$ cat config.mk
export PLATFORM = sky130hd
export DESIGN_NAME = utf16_to_utf8_encoder
export DESIGN_NICKNAME = d
export VERILOG_FILES = /design/src/hdl/u16u8_pkg.sv /design/src/hdl/u16u8_front.sv /design/src/hdl/u16u8_queue.sv /design/src/hdl/u16u8_back.sv /design/src/hdl/utf16_to_utf8_encoder.sv
export SDC_FILE = /design/constraint.sdc
export NUM_CORES = 1
export LEC_CHECK = 0
export BUFFER_PORTS_ARGS = -buffer_cell sky130_fd_sc_hd__buf_2
export CORE_MARGIN = 1.5
export CORE_UTILIZATION = 55
export CTS_CLUSTER_SIZE = 30
export DETAILED_ROUTE_END_ITERATION = 16
export PLACE_DENSITY = 0.74
export RECOVER_POWER = 25
export SLEW_MARGIN = 10
export SYNTH_ARGS = -nofsm -noshare
export SYNTH_HDL_FRONTEND = slang
export SYNTH_SLANG_ARGS = --single-unit
$ cat constraint.sdc
create_clock -name clk -period 11.5 [get_ports clk]
set_input_delay 1.725 -clock clk [delete_from_list [all_inputs] [get_ports clk]]
set_output_delay 1.725 -clock clk [all_outputs]
set_load 0.01 [all_outputs]
$ cat src/hdl/u16u8_pkg.sv
// ----------------------------------------------------------------------------
// u16u8_pkg: shared types, constants and helpers
// Request payloads, queue entry layout and the UTF-8 byte builder used by
// the front end of the UTF-16 to UTF-8 encoder.
// ----------------------------------------------------------------------------
package u16u8_pkg;

  // Field widths
  localparam int CU_W      = 16;
  localparam int BUDGET_W  = 12;
  localparam int MAX_RUN   = 6;   // bytes one code unit can release
  localparam int RUN_CNT_W = 3;

  // Defaults for top-level parameters
  localparam int COUNT_WIDTH_DEF = 12;
  localparam int QUEUE_DEPTH_DEF = 4;

  // Surrogate ranges
  localparam logic [CU_W-1:0] HIGH_SURR_LO = 16'hd800;
  localparam logic [CU_W-1:0] HIGH_SURR_HI = 16'hdbff;
  localparam logic [CU_W-1:0] LOW_SURR_LO  = 16'hdc00;
  localparam logic [CU_W-1:0] LOW_SURR_HI  = 16'hdfff;
  localparam logic [20:0]     SUPP_BASE    = 21'h10000;

  // Encoding thresholds and lead/continuation marks
  localparam logic [20:0] LIM_1B   = 21'h80;
  localparam logic [20:0] LIM_2B   = 21'h800;
  localparam logic [20:0] LIM_3B   = 21'h10000;
  localparam logic [7:0]  LEAD_2B  = 8'hc0;
  localparam logic [7:0]  LEAD_3B  = 8'he0;
  localparam logic [7:0]  LEAD_4B  = 8'hf0;
  localparam logic [7:0]  CONT_TAG = 8'h80;
  localparam logic [7:0]  CONT_MSK = 8'h3f;

  // Input request
  typedef struct packed {
    logic [CU_W-1:0] code_unit;
    logic            last_unit;
  } in_item_t;

  // Result request
  typedef struct packed {
    logic [7:0] out_byte;
    logic       byte_valid;
    logic       run_last;
    logic       string_last;
  } out_item_t;

  // One queue entry: all bytes released by one code unit
  typedef struct packed {
    logic [MAX_RUN-1:0][7:0] bytes;
    logic [RUN_CNT_W-1:0]    n_bytes;   // zero marks an empty string end
    logic                    last;
  } run_t;

  // Encoded character
  typedef struct packed {
    logic [3:0][7:0]      b;
    logic [RUN_CNT_W-1:0] len;
  } enc_t;

  function automatic enc_t utf8_encode(logic [20:0] cp);
    enc_t e;
    e = '0;
    if (cp < LIM_1B) begin
      e.b[0] = cp[7:0];
      e.len  = 3'd1;
    end else if (cp < LIM_2B) begin
      e.b[0] = LEAD_2B | {3'b000, cp[10:6]};
      e.b[1] = CONT_TAG | ({2'b00, cp[5:0]} & CONT_MSK);
      e.len  = 3'd2;
    end else if (cp < LIM_3B) begin
      e.b[0] = LEAD_3B | {4'b0000, cp[15:12]};
      e.b[1] = CONT_TAG | {2'b00, cp[11:6]};
      e.b[2] = CONT_TAG | {2'b00, cp[5:0]};
      e.len  = 3'd3;
    end else begin
      e.b[0] = LEAD_4B | {5'b00000, cp[20:18]};
      e.b[1] = CONT_TAG | {2'b00, cp[17:12]};
      e.b[2] = CONT_TAG | {2'b00, cp[11:6]};
      e.b[3] = CONT_TAG | {2'b00, cp[5:0]};
      e.len  = 3'd4;
    end
    return e;
  endfunction

endpackage

$ cat src/hdl/u16u8_front.sv
// ----------------------------------------------------------------------------
// u16u8_front: code unit classifier
// Pairs surrogates, applies the byte budget and packs the bytes of each
// accepted code unit into one queue entry.
// ----------------------------------------------------------------------------
module u16u8_front #(
  parameter int COUNT_WIDTH = u16u8_pkg::COUNT_WIDTH_DEF
) (
  input  logic                                clk,
  input  logic                                rst_n,
  input  logic                                in_valid,
  output logic                                in_stall,
  input  u16u8_pkg::in_item_t                 in_data,
  input  logic                                cfg_wr_en,
  input  logic [u16u8_pkg::BUDGET_W-1:0]      cfg_wr_data,
  input  logic                                q_full,
  output logic                                q_push,
  output u16u8_pkg::run_t                     q_wr_data
);

  localparam int CW   = COUNT_WIDTH;
  localparam int CMPW = (CW + 1 > u16u8_pkg::BUDGET_W) ? CW + 1 : u16u8_pkg::BUDGET_W;

  logic [u16u8_pkg::BUDGET_W-1:0] budget_r;
  logic [9:0]                     pend_high_r, pend_high_nxt;
  logic                           pend_valid_r, pend_valid_nxt;
  logic [CW-1:0]                  emitted_r, emitted_nxt;
  logic                           stopped_r, stopped_nxt;

  // saturating byte count update
  function automatic logic [CW-1:0] sat_add(logic [CW-1:0] cnt,
                                             logic [u16u8_pkg::RUN_CNT_W-1:0] len);
    logic [CW:0] s;
    s = {1'b0, cnt} + (CW+1)'(len);
    return s[CW] ? {CW{1'b1}} : s[CW-1:0];
  endfunction

  // true if len more bytes exceed a nonzero budget
  function automatic logic over_budget(logic [CW-1:0] cnt,
                                       logic [u16u8_pkg::RUN_CNT_W-1:0] len,
                                       logic [u16u8_pkg::BUDGET_W-1:0] bud);
    logic [CMPW-1:0] s;
    s = CMPW'(cnt) + CMPW'(len);
    return (bud != '0) && (s > CMPW'(bud));
  endfunction

  logic                 accept;
  logic                 is_high, is_low, paired;
  logic [20:0]          a_cp, b_cp;
  u16u8_pkg::enc_t      enc_a, enc_b;
  logic                 a_emit, b_want, b_emit, stop_a;
  logic [CW-1:0]        cnt_a;
  logic [u16u8_pkg::RUN_CNT_W-1:0] off, n_total;

  assign in_stall = q_full;
  assign accept   = in_valid && !q_full;

  // classify the unit
  assign is_high = (in_data.code_unit >= u16u8_pkg::HIGH_SURR_LO) &&
                   (in_data.code_unit <= u16u8_pkg::HIGH_SURR_HI);
  assign is_low  = (in_data.code_unit >= u16u8_pkg::LOW_SURR_LO) &&
                   (in_data.code_unit <= u16u8_pkg::LOW_SURR_HI);
  assign paired  = pend_valid_r && is_low;

  // first character: the held surrogate, alone or completed
  assign a_cp  = paired ? (21'({pend_high_r, in_data.code_unit[9:0]}) + u16u8_pkg::SUPP_BASE)
                        : {5'b00000, u16u8_pkg::HIGH_SURR_LO[15:10], pend_high_r};
  assign enc_a = u16u8_pkg::utf8_encode(a_cp);

  always_comb begin
    a_emit = pend_valid_r && !stopped_r &&
             !over_budget(emitted_r, enc_a.len, budget_r);
    stop_a = stopped_r || (pend_valid_r && over_budget(emitted_r, enc_a.len, budget_r));
    cnt_a  = a_emit ? sat_add(emitted_r, enc_a.len) : emitted_r;
  end

  // second character: the current unit itself
  assign b_cp  = {5'b00000, in_data.code_unit};
  assign enc_b = u16u8_pkg::utf8_encode(b_cp);

  always_comb begin
    b_want = !paired && !(is_high && !in_data.last_unit);
    b_emit = b_want && !stop_a && !over_budget(cnt_a, enc_b.len, budget_r);
  end

  // pack the released bytes
  always_comb begin
    off     = a_emit ? enc_a.len : '0;
    n_total = off + (b_emit ? enc_b.len : '0);
    q_wr_data         = '0;
    q_wr_data.n_bytes = n_total;
    q_wr_data.last    = in_data.last_unit;
    for (int k = 0; k < 4; k++) begin
      if (a_emit && (3'(k) < enc_a.len)) begin
        q_wr_data.bytes[k] = enc_a.b[k];
      end
    end
    for (int j = 0; j < 3; j++) begin
      if (b_emit && (3'(j) < enc_b.len)) begin
        q_wr_data.bytes[off + 3'(j)] = enc_b.b[j];
      end
    end
  end

  assign q_push = accept && ((n_total != '0) || in_data.last_unit);

  // string state update
  always_comb begin
    pend_high_nxt  = pend_high_r;
    pend_valid_nxt = pend_valid_r;
    emitted_nxt    = emitted_r;
    stopped_nxt    = stopped_r;
    if (accept) begin
      if (in_data.last_unit) begin
        pend_high_nxt  = '0;
        pend_valid_nxt = 1'b0;
        emitted_nxt    = '0;
        stopped_nxt    = 1'b0;
      end else begin
        pend_valid_nxt = !paired && is_high && !stop_a;
        if (!paired && is_high && !stop_a) begin
          pend_high_nxt = in_data.code_unit[9:0];
        end
        emitted_nxt = b_emit ? sat_add(cnt_a, enc_b.len) : cnt_a;
        stopped_nxt = stop_a || (b_want && !b_emit);
      end
    end
  end

  always_ff @(posedge clk) begin
    if (!rst_n) begin
      budget_r     <= '0;
      pend_high_r  <= '0;
      pend_valid_r <= 1'b0;
      emitted_r    <= '0;
      stopped_r    <= 1'b0;
    end else begin
      if (cfg_wr_en) begin
        budget_r <= cfg_wr_data;
      end
      pend_high_r  <= pend_high_nxt;
      pend_valid_r <= pend_valid_nxt;
      emitted_r    <= emitted_nxt;
      stopped_r    <= stopped_nxt;
    end
  end

endmodule

$ cat src/hdl/u16u8_queue.sv
// ----------------------------------------------------------------------------
// u16u8_queue: entry queue between front and back
// Small FIFO of byte runs; push and pop may happen in the same cycle.
// ----------------------------------------------------------------------------
module u16u8_queue #(
  parameter int DEPTH = u16u8_pkg::QUEUE_DEPTH_DEF
) (
  input  logic             clk,
  input  logic             rst_n,
  input  logic             push,
  input  u16u8_pkg::run_t  wr_data,
  output logic             full,
  input  logic             pop,
  output u16u8_pkg::run_t  rd_data,
  output logic             empty
);

  localparam int PW = (DEPTH > 1) ? $clog2(DEPTH) : 1;
  localparam int CW = $clog2(DEPTH + 1);

  u16u8_pkg::run_t  mem_r [DEPTH];
  logic [PW-1:0]    wr_ptr_r, wr_ptr_nxt, rd_ptr_r, rd_ptr_nxt;
  logic [CW-1:0]    cnt_r, cnt_nxt;
  logic             do_push, do_pop;

  assign full    = (cnt_r == CW'(DEPTH));
  assign empty   = (cnt_r == '0);
  assign do_push = push && !full;
  assign do_pop  = pop && !empty;
  assign rd_data = mem_r[rd_ptr_r];

  // pointer and fill count
  always_comb begin
    wr_ptr_nxt = wr_ptr_r;
    rd_ptr_nxt = rd_ptr_r;
    cnt_nxt    = cnt_r;
    if (do_push) begin
      wr_ptr_nxt = (wr_ptr_r == PW'(DEPTH - 1)) ? '0 : wr_ptr_r + 1'b1;
    end
    if (do_pop) begin
      rd_ptr_nxt = (rd_ptr_r == PW'(DEPTH - 1)) ? '0 : rd_ptr_r + 1'b1;
    end
    if (do_push && !do_pop) begin
      cnt_nxt = cnt_r + 1'b1;
    end else if (do_pop && !do_push) begin
      cnt_nxt = cnt_r - 1'b1;
    end
  end

  always_ff @(posedge clk) begin
    if (!rst_n) begin
      wr_ptr_r <= '0;
      rd_ptr_r <= '0;
      cnt_r    <= '0;
    end else begin
      wr_ptr_r <= wr_ptr_nxt;
      rd_ptr_r <= rd_ptr_nxt;
      cnt_r    <= cnt_nxt;
    end
  end

  // entry storage
  always_ff @(posedge clk) begin
    if (do_push) begin
      mem_r[wr_ptr_r] <= wr_data;
    end
  end

endmodule

$ cat src/hdl/u16u8_back.sv
// ----------------------------------------------------------------------------
// u16u8_back: byte serializer
// Walks the head entry into the output register, one byte per unstalled cycle.
// ----------------------------------------------------------------------------
module u16u8_back (
  input  logic                  clk,
  input  logic                  rst_n,
  input  u16u8_pkg::run_t       q_rd_data,
  input  logic                  q_empty,
  output logic                  q_pop,
  output logic                  out_valid,
  input  logic                  out_stall,
  output u16u8_pkg::out_item_t  out_data
);

  logic [u16u8_pkg::RUN_CNT_W-1:0] idx_r, idx_nxt;
  logic                            out_valid_r, out_valid_nxt;
  u16u8_pkg::out_item_t            out_data_r, out_data_nxt;
  logic                            load, run_end, marker;

  assign load    = !q_empty && (!out_valid_r || !out_stall);
  assign marker  = (q_rd_data.n_bytes == '0);
  assign run_end = marker || (idx_r == q_rd_data.n_bytes - 1'b1);
  assign q_pop   = load && run_end;

  // next result from the head entry
  always_comb begin
    out_data_nxt             = out_data_r;
    out_data_nxt.out_byte    = marker ? 8'h00 : q_rd_data.bytes[idx_r];
    out_data_nxt.byte_valid  = !marker;
    out_data_nxt.run_last    = run_end;
    out_data_nxt.string_last = run_end && q_rd_data.last;
  end

  // byte index and output valid
  always_comb begin
    idx_nxt       = idx_r;
    out_valid_nxt = out_valid_r;
    if (load) begin
      idx_nxt       = run_end ? '0 : idx_r + 1'b1;
      out_valid_nxt = 1'b1;
    end else if (!out_stall) begin
      out_valid_nxt = 1'b0;
    end
  end

  always_ff @(posedge clk) begin
    if (!rst_n) begin
      idx_r       <= '0;
      out_valid_r <= 1'b0;
    end else begin
      idx_r       <= idx_nxt;
      out_valid_r <= out_valid_nxt;
    end
  end

  always_ff @(posedge clk) begin
    if (load) begin
      out_data_r <= out_data_nxt;
    end
  end

  assign out_valid = out_valid_r;
  assign out_data  = out_data_r;

endmodule

$ cat src/hdl/utf16_to_utf8_encoder.sv
// ----------------------------------------------------------------------------
// utf16_to_utf8_encoder: UTF-16 code units in, UTF-8 bytes out
// Input channel (in_valid/in_stall/in_data) takes one code unit per request
// with a last-of-string flag. Output channel (out_valid/out_stall/out_data)
// delivers one UTF-8 byte per request, with run_last on the final byte a
// unit caused and string_last on the final result of the string. A last
// unit that releases nothing yields one result with byte_valid low.
// cfg_wr_en/cfg_wr_data set the per-string byte budget (0 = no limit); the
// whole character is dropped if it does not fit, and the rest of the string
// with it.
// The first byte of an accepted unit is written into the queue and then
// loaded into the output register before out_valid rises.
// Throughput: one output byte per cycle from the back serializer while
// out_stall is low; a unit releases 1 to 6 bytes (1 to 3 typical, 3 for BMP
// text above 0x800), and a held high surrogate releases no byte of its own.
// A queue of QUEUE_DEPTH entries sits between front and back: in_stall rises
// only when it is full, so a stalled receiver backs up into the queue first.
// Reset (rst_n low, synchronous) clears the queue, the held surrogate, the
// byte count and sets the budget to zero.
// ----------------------------------------------------------------------------
module utf16_to_utf8_encoder #(
  parameter int COUNT_WIDTH = u16u8_pkg::COUNT_WIDTH_DEF,
  parameter int QUEUE_DEPTH = u16u8_pkg::QUEUE_DEPTH_DEF
) (
  input  logic                            clk,
  input  logic                            rst_n,
  input  logic                            in_valid,
  output logic                            in_stall,
  input  u16u8_pkg::in_item_t             in_data,
  output logic                            out_valid,
  input  logic                            out_stall,
  output u16u8_pkg::out_item_t            out_data,
  input  logic                            cfg_wr_en,
  input  logic [u16u8_pkg::BUDGET_W-1:0]  cfg_wr_data
);

  logic             q_push, q_pop, q_full, q_empty;
  u16u8_pkg::run_t  q_wr_data, q_rd_data;

  // classify and pack
  u16u8_front #(
    .COUNT_WIDTH(COUNT_WIDTH)
  ) u_front (
    .clk        (clk),
    .rst_n      (rst_n),
    .in_valid   (in_valid),
    .in_stall   (in_stall),
    .in_data    (in_data),
    .cfg_wr_en  (cfg_wr_en),
    .cfg_wr_data(cfg_wr_data),
    .q_full     (q_full),
    .q_push     (q_push),
    .q_wr_data  (q_wr_data)
  );

  // decoupling queue
  u16u8_queue #(
    .DEPTH(QUEUE_DEPTH)
  ) u_queue (
    .clk    (clk),
    .rst_n  (rst_n),
    .push   (q_push),
    .wr_data(q_wr_data),
    .full   (q_full),
    .pop    (q_pop),
    .rd_data(q_rd_data),
    .empty  (q_empty)
  );

  // serialize bytes
  u16u8_back u_back (
    .clk      (clk),
    .rst_n    (rst_n),
    .q_rd_data(q_rd_data),
    .q_empty  (q_empty),
    .q_pop    (q_pop),
    .out_valid(out_valid),
    .out_stall(out_stall),
    .out_data (out_data)
  );

endmodule
==> impl_metrics.csv, run 1 <==
group,metric,value,unit
status,outcome,"complete, but fails checks",
yosys,avgSynthCellArea,13.1,sq um
final_layout,syn_to_final_growth,11.8,%
yosys,synth_area,13800,sq um
critical_path,arrival,11.32,ns
drt,drc,0,
drt,vias,9545,
sta,tightest_slew,3.13,ns
min_path,hold_class,"flip-flop to flip-flop",
drt,drt-total-wl,35300,microns
critical_path,reg2reg_to,"u_queue.cnt_r[2]",
yosys,syn_inst,1054,
sta,hold_viol,0,
placed_design,io_buffer_count,46,
clock_tree,clk_pin_slew_worst_paths,0.06,ns
yosys,synth_edf_count,219,
sta,finalMaxSlewViolations,37,
final_layout,layout-drive-gt1-share,19.0,%
clock_tree,cts_tree,"done",
clock_tree,clock_latency,0.54,ns
die,coreArea,24500,sq um
run,maxCapViolations,1,
yosys,yosys_warnings,0,
clock_tree,numCtsBuffers,28,
global_route,grt_first_pass_wirelength,54500,microns
drt,avgRoutedWirePerCell,24.0,microns
clock_tree,cts_htree_levels,1,
drt,drtIter0Drc,928,
critical_path,worstReg2RegStart,"u_front.pend_high_r[7]",
clock_tree,cts_buffer_depth,3,
drt,viasPerCell,6.48,
sta,fmax,92.0,MHz
critical_path,worst_path_max_delay_cell,"fa_1",
critical_path,setup.worst_path.start_class,"input port",
yosys,yosysMostFrequentCell,"edfxtp_1",
min_path,min_from,"u_back.out_valid",
critical_path,criticalPathCategory,"input port to flip-flop",
critical_path,cp_max_fo,8,
die,die_h,161,microns
global_route,grt_pass1_vias,9608,
global_route,antenna_found_initial,1,
status,violations,"max-capacitance violations, max-slew violations",
power_and_ir_drop,power.density,203,nW/um^2
yosys,synth_area_leaders,"edfxtp_1 (48%), mux4_2 (9.8%), dfxtp_1 (7.1%), ha_1 (3.7%), mux2i_1 (2.4%)",
min_path,holdPathEnd,"u_back.out_valid",
yosys,ys_seq_area_share,54.8,%
clock_tree,cts-root-buf,"clkbuf_16",
critical_path,rr_worst_depth,45,
clock_tree,clkSinkCount,268,
clock_tree,holdBufCountCts,0,
sta,setup_viol,0,
yosys,synth_common_cells,"edfxtp_1 (219), mux4_2 (60), nor2_1 (60), nand2_1 (54), dfxtp_1 (49)",
placed_design,gp_congestion,0.996,
sta,holdWs,0.502,ns
die,io_pins,47,
yosys,async_flop_share,0,%
placed_design,post_dp_cell_area,14500,sq um
critical_path,crit_required,11.95,ns
min_path,hold_depth,2,
global_route,grt.overflow.total,0,
placed_design,dpl.hpwl,23500,microns
global_route,grt.total_usage,27.6,%
yosys,synth_ff_type,"edfxtp_1",
critical_path,rrSetupSlack,1.08,ns
sta,finalClockSkew,0.0181,ns
drt,dr.pass1.iters,5,
die,start_util,56.3,%
die,row_count,57,
die,dieArea,26000,sq um
final_layout,fin_nets,1204,
power_and_ir_drop,total_leakage_power,5.50,nW
yosys,ys_types,90,
sta,fin_crit,10.87,ns
critical_path,cpMostUsedCell,"ha_1",
final_layout,fin_area,15400,sq um
yosys,yosysTopAreaCell,"edfxtp_1",
sta,relSlewSlack,-109,%
critical_path,crit_path_end_kind,"flip-flop",
die,die_x,161,microns
yosys,synthDominantCellAreaShare,47.7,%
power_and_ir_drop,ir_drop,98.1,uV
yosys,synth_seq_cells,268,
power_and_ir_drop,p_total,3.13,mW
sta,min_period_over_period,94.5,%
critical_path,critPathMaxStageDelay,0.50,ns
drt,ant_nets,0,
global_route,grt_max_degree,53,
[worst max-delay path by stage]
stage	start	end	depth (start not counted)
floorplan	in_data[13]	u_queue.cnt_r[2]	50
global placement	in_data[11]	u_queue.cnt_r[2]	46
detailed placement	in_data[14]	u_queue.cnt_r[2]	45
CTS	in_data[14]	u_queue.cnt_r[2]	45
global route	in_data[13]	u_queue.cnt_r[2]	46
finish	in_data[11]	u_queue.cnt_r[2]	46
[per-stage QoR]
step	setup slack, ns	TNS [ns]	util, %	cells
2_1_floorplan	0.0639	0	-	1069
3_3_place_gp	0.264	0	59.2	1416
3_5_place_dp	-0.170	-3.06	59.2	1416
4_1_cts	0.391	0	62.9	1468
5_1_grt	-0.0337	-0.0337	63.0	1471
6_report	0.633	0	63.0	1473
[cell type report]
class / instances / area [sq um]
Clock inverter: 17 / 121
Inverter: 45 / 169
Sequential cell: 268 / 7560
Timing Repair Buffer: 82 / 478
Clock buffer: 35 / 768
Tap cell: 324 / 405
Fill cell: 1822 / 9060
Antenna cell: 2 / 5.00
Multi-Input combinational cell: 700 / 5900
[timing repair]
action,4_1_cts,5_1_grt
endpoints found under the setup margin,0,210
gates resized for setup,0,6
buffers inserted,0,3
[critical path: cells and delay by family]
kind / cells / cell delay [ns]
compound gates: 15 / 2.87
xor+xnor: 3 / 0.51
fa+ha+maj: 10 / 3.05
buf+inv: 5 / 0.52
mux: 1 / 0.13
simple gates: 12 / 2.52
[state kept, by name, indices dropped and copies added, names as in the netlist, named ones only]
register              cells
u_front.pend_high_r      10
u_queue.rd_ptr_r          2
u_back.out_valid          1
u_queue.wr_ptr_r          2
u_front.emitted_r        12
u_front.pend_valid_r      1
u_front.stopped_r         1
u_back.idx_r              3
u_front.budget_r         12
u_queue.cnt_r             3
u_queue.mem_r           208
u_back.out_data          11
[logic make-up (layout without fill, tap and decap cells)]
kind of cell	after synthesis	after routing	share of synthesized area, %
AND/OR/NAND/NOR	278	278	11.1
other	1	18	0.0272
buffers and inverters	101	179	3.03
XOR/XNOR	27	27	1.77
AO/OA/AOI/OAI	232	232	12.0
flip-flops	268	268	54.8
adder cells (fa/ha/maj)	45	45	4.30
multiplexers	102	102	12.9
[report_power, final]
group          leakage (nW)  internal, mW  switching [mW]
registers              2.42          1.27          0.0681
logic                  2.64         0.382           0.546
clock network         0.436         0.497           0.371
[routing by layer]
| layer | track usage (%) | part of all wire [%] | wire length, microns | vias up |
|---|---|---|---|---|
| met5 | 0 | 0 | 0 | - |
| met1 | 35.4 | 39 | 13900 | 4696 |
| met3 | 3.85 | 7.3 | 2570 | 111 |
| met2 | 46.6 | 49 | 17200 | 474 |
| li1 | - | - | - | 4264 |
| met4 | 12.8 | 4.6 | 1620 | 0 |
[layout by cell type, fill, tap and decap left out, types with 10 or more instances in the layout]
master	instances
edfxtp_1	219
nor2_1	60
mux4_2	60
nand2_1	54
dfxtp_1	48
a21oi_1	44
inv_1	43
ha_1	41
buf_4	35
nor2b_1	32
o21ai_0	32
mux2i_1	32
buf_2	31
clkbuf_16	29
nand3_1	24
a22oi_1	22
nor3_1	21
clkbuf_1	20
conb_1	16
a21o_1	13
xnor2_1	13
xor2_1	13
and2_1	12
a211oi_1	12
or3_1	10
a32o_1	10
Power figures use the tool's default switching activity.
==> run 2: changes to the inputs <==
- CORE_ASPECT_RATIO: default -> 0.7
==> run 2 against run 1 <==
The run still ends with max-capacitance violations, max-slew violations left. Sequential cell count did not move. Maximum frequency fell by 0.89%. Worst hold slack got worse by 0.021 ns. Global-route usage increased by 0.17 points. Routed wire length is 1.0% higher. Register-to-register slack barely moved.
==> impl_metrics.csv, run 2 (synthesis results as in run 1) <==
group,metric,value,unit
sta,rsz0062_at_grt,"false",
drt,drt-total-wl,35700,microns
global_route,grt.overflow.total,0,
power_and_ir_drop,total_leakage_power,5.48,nW
die,start_util,56.0,%
critical_path,cp_max_fo,18,
status,outcome,"complete, but fails checks",
critical_path,critPathLaunch,"in_data[14]",
final_layout,top_register,"u_queue.mem_r",
drt,vias,9511,
sta,fmax,91.2,MHz
clock_tree,clkSinkCount,268,
final_layout,reg.largest.list,"u_queue.mem_r: 208 flops, u_front.budget_r: 12 flops, u_front.emitted_r: 12 flops",
placed_design,dpl.hpwl,25000,microns
placed_design,dp_slack,0.0699,ns
critical_path,crit_required,11.96,ns
critical_path,path_delay_family,"compound AO/OA/AOI/OAI gates",
global_route,grt.total_usage,27.7,%
global_route,antenna_found_initial,5,
sta,relSlewSlack,-138,%
clock_tree,cts_tree,"done",
global_route,grt_pass1_vias,9050,
critical_path,arrival,11.43,ns
clock_tree,clk_pin_slew_worst_paths,0.06,ns
final_layout,syn_to_final_growth,11.7,%
critical_path,critPathMaxStageDelay,0.46,ns
final_layout,layoutNonFillerInstCount,1476,
die,coreArea,24600,sq um
die,row_count,48,
final_layout,layout_common_cells,"edfxtp_1 (219), nor2_1 (61), mux4_2 (60)",
clock_tree,cts_buffer_depth,3,
global_route,grt_first_pass_wirelength,54100,microns
final_layout,fin_nets,1205,
placed_design,placed_cells,1422,
sta,hold_viol,0,
final_layout,num-fill-cells,1848,
final_layout,fin_area,15400,sq um
sta,min_period_over_period,95.3,%
sta,setup_viol,0,
critical_path,setup.worst_path.start_class,"input port",
critical_path,worstSetupPathDepth,44,
run,maxCapViolations,2,
clock_tree,numCtsBuffers,26,
final_layout,final_common_cell,"edfxtp_1",
final_layout,layout-drive-gt1-share,18.2,%
power_and_ir_drop,power.density,202,nW/um^2
die,die_h,135,microns
die,io_pins,47,
clock_tree,cts_htree_levels,1,
sta,finalMaxSlewViolations,84,
critical_path,critPathBufInv,6,
critical_path,criticalPathCategory,"input port to flip-flop",
die,dieArea,26000,sq um
critical_path,cpMostUsedCell,"ha_1",
critical_path,crit_path_end_kind,"flip-flop",
critical_path,worstReg2RegStart,"u_front.pend_high_r[6]",
sta,fin_crit,10.96,ns
placed_design,io_buffer_count,46,
power_and_ir_drop,ir_drop,154,uV
drt,ant_nets,0,
clock_tree,cts-root-buf,"clkbuf_16",
sta,setup_ws,0.535,ns
status,violations,"max-capacitance violations, max-slew violations",
min_path,min_from,"u_front.emitted_r[0]",
clock_tree,clock_latency,0.54,ns
critical_path,rrSetupSlack,1.09,ns
sta,tightest_slew,3.58,ns
sta,setup_tns,0,ns
drt,viasPerCell,6.44,
sta,finalClockSkew,0.0159,ns
placed_design,gp_congestion,1.04,
final_layout,largest_reg_flops,208,
drt,drc,0,
critical_path,rr_worst_depth,43,
drt,drtIter0Drc,1133,
critical_path,worst_path_max_delay_cell,"fa_1",
min_path,hold_depth,2,
drt,dr.pass1.iters,6,
min_path,hold_class,"flip-flop to flip-flop",
die,die_x,192,microns
drt,avgRoutedWirePerCell,24.2,microns
global_route,grt_max_degree,53,
placed_design,post_dp_cell_area,14600,sq um
## run 2: changes by cell type in the layout (fill, tap and decap cells not counted), moves of 2 or more
cell	previous run	this run
a21oi_2	7	5
clkbuf_16	29	26
clkbuf_1	20	25
clkinv_2	8	4
diode_2	2	5
buf_6	0	2
clkinv_1	4	1
buf_12	0	2
clkbuf_8	2	4
buf_4	35	31
## run 2: path summary, 6_finish.rpt
path	to
worst max-delay path	u_queue.cnt_r[2]
worst min-delay path	u_front.emitted_r[0]
worst max register to register	u_queue.cnt_r[2]
worst min register to register	u_front.emitted_r[0]
## run 2: power breakdown
| group | internal (mW) | leakage, nW | switching (mW) |
|---|---|---|---|
| clock | 0.470 | 0.408 | 0.369 |
| sequential | 1.27 | 2.42 | 0.0707 |
| combinational | 0.379 | 2.66 | 0.550 |
| total | 2.12 | 5.48 | 0.991 |
## run 2: metal layers
layer | global-route usage [%] | wire (microns) | vias to the layer above
li1 | - | - | 4264
met1 | 43.1 | 16000 | 4625
met2 | 38.4 | 14700 | 564
met3 | 8.05 | 4240 | 58
met4 | 5.73 | 674 | 0
met5 | 0 | 0 | -
## run 2: repair_timing
item | CTS | global route
gates resized for setup | 0 | 5
endpoints found under the hold margin | 0 | 0
hold buffers | 0 | 0
setup endpoints to repair | 0 | 172
setup buffers | 0 | 1
## run 2: area by class of cell
cell class	instances	area [sq um]	share of cell area, %
Antenna cell	5	12.5	0.0813
Timing Repair Buffer	85	522	3.39
Sequential cell	268	7560	49.1
Clock buffer	36	728	4.73
Inverter	45	169	1.10
Multi-Input combinational cell	700	5880	38.2
Tap cell	325	407	2.64
Clock inverter	12	115	0.748
## run 2: worst min-delay path, cell delays in order (launching register included)
cell     delay (ns)
dfxtp_1        0.33
nand2_1        0.06
nand2_1        0.04
## run 2: stage by stage
step | hold WS [ns] | util, % | power, mW
2_1_floorplan | 0.440 | - | 1.98
3_3_place_gp | 0.468 | 59.1 | 2.25
3_5_place_dp | 0.470 | 59.1 | 2.27
4_1_cts | 0.477 | 62.5 | 3.11
5_1_grt | 0.506 | 62.5 | 3.25
6_report | 0.481 | 62.5 | 3.11
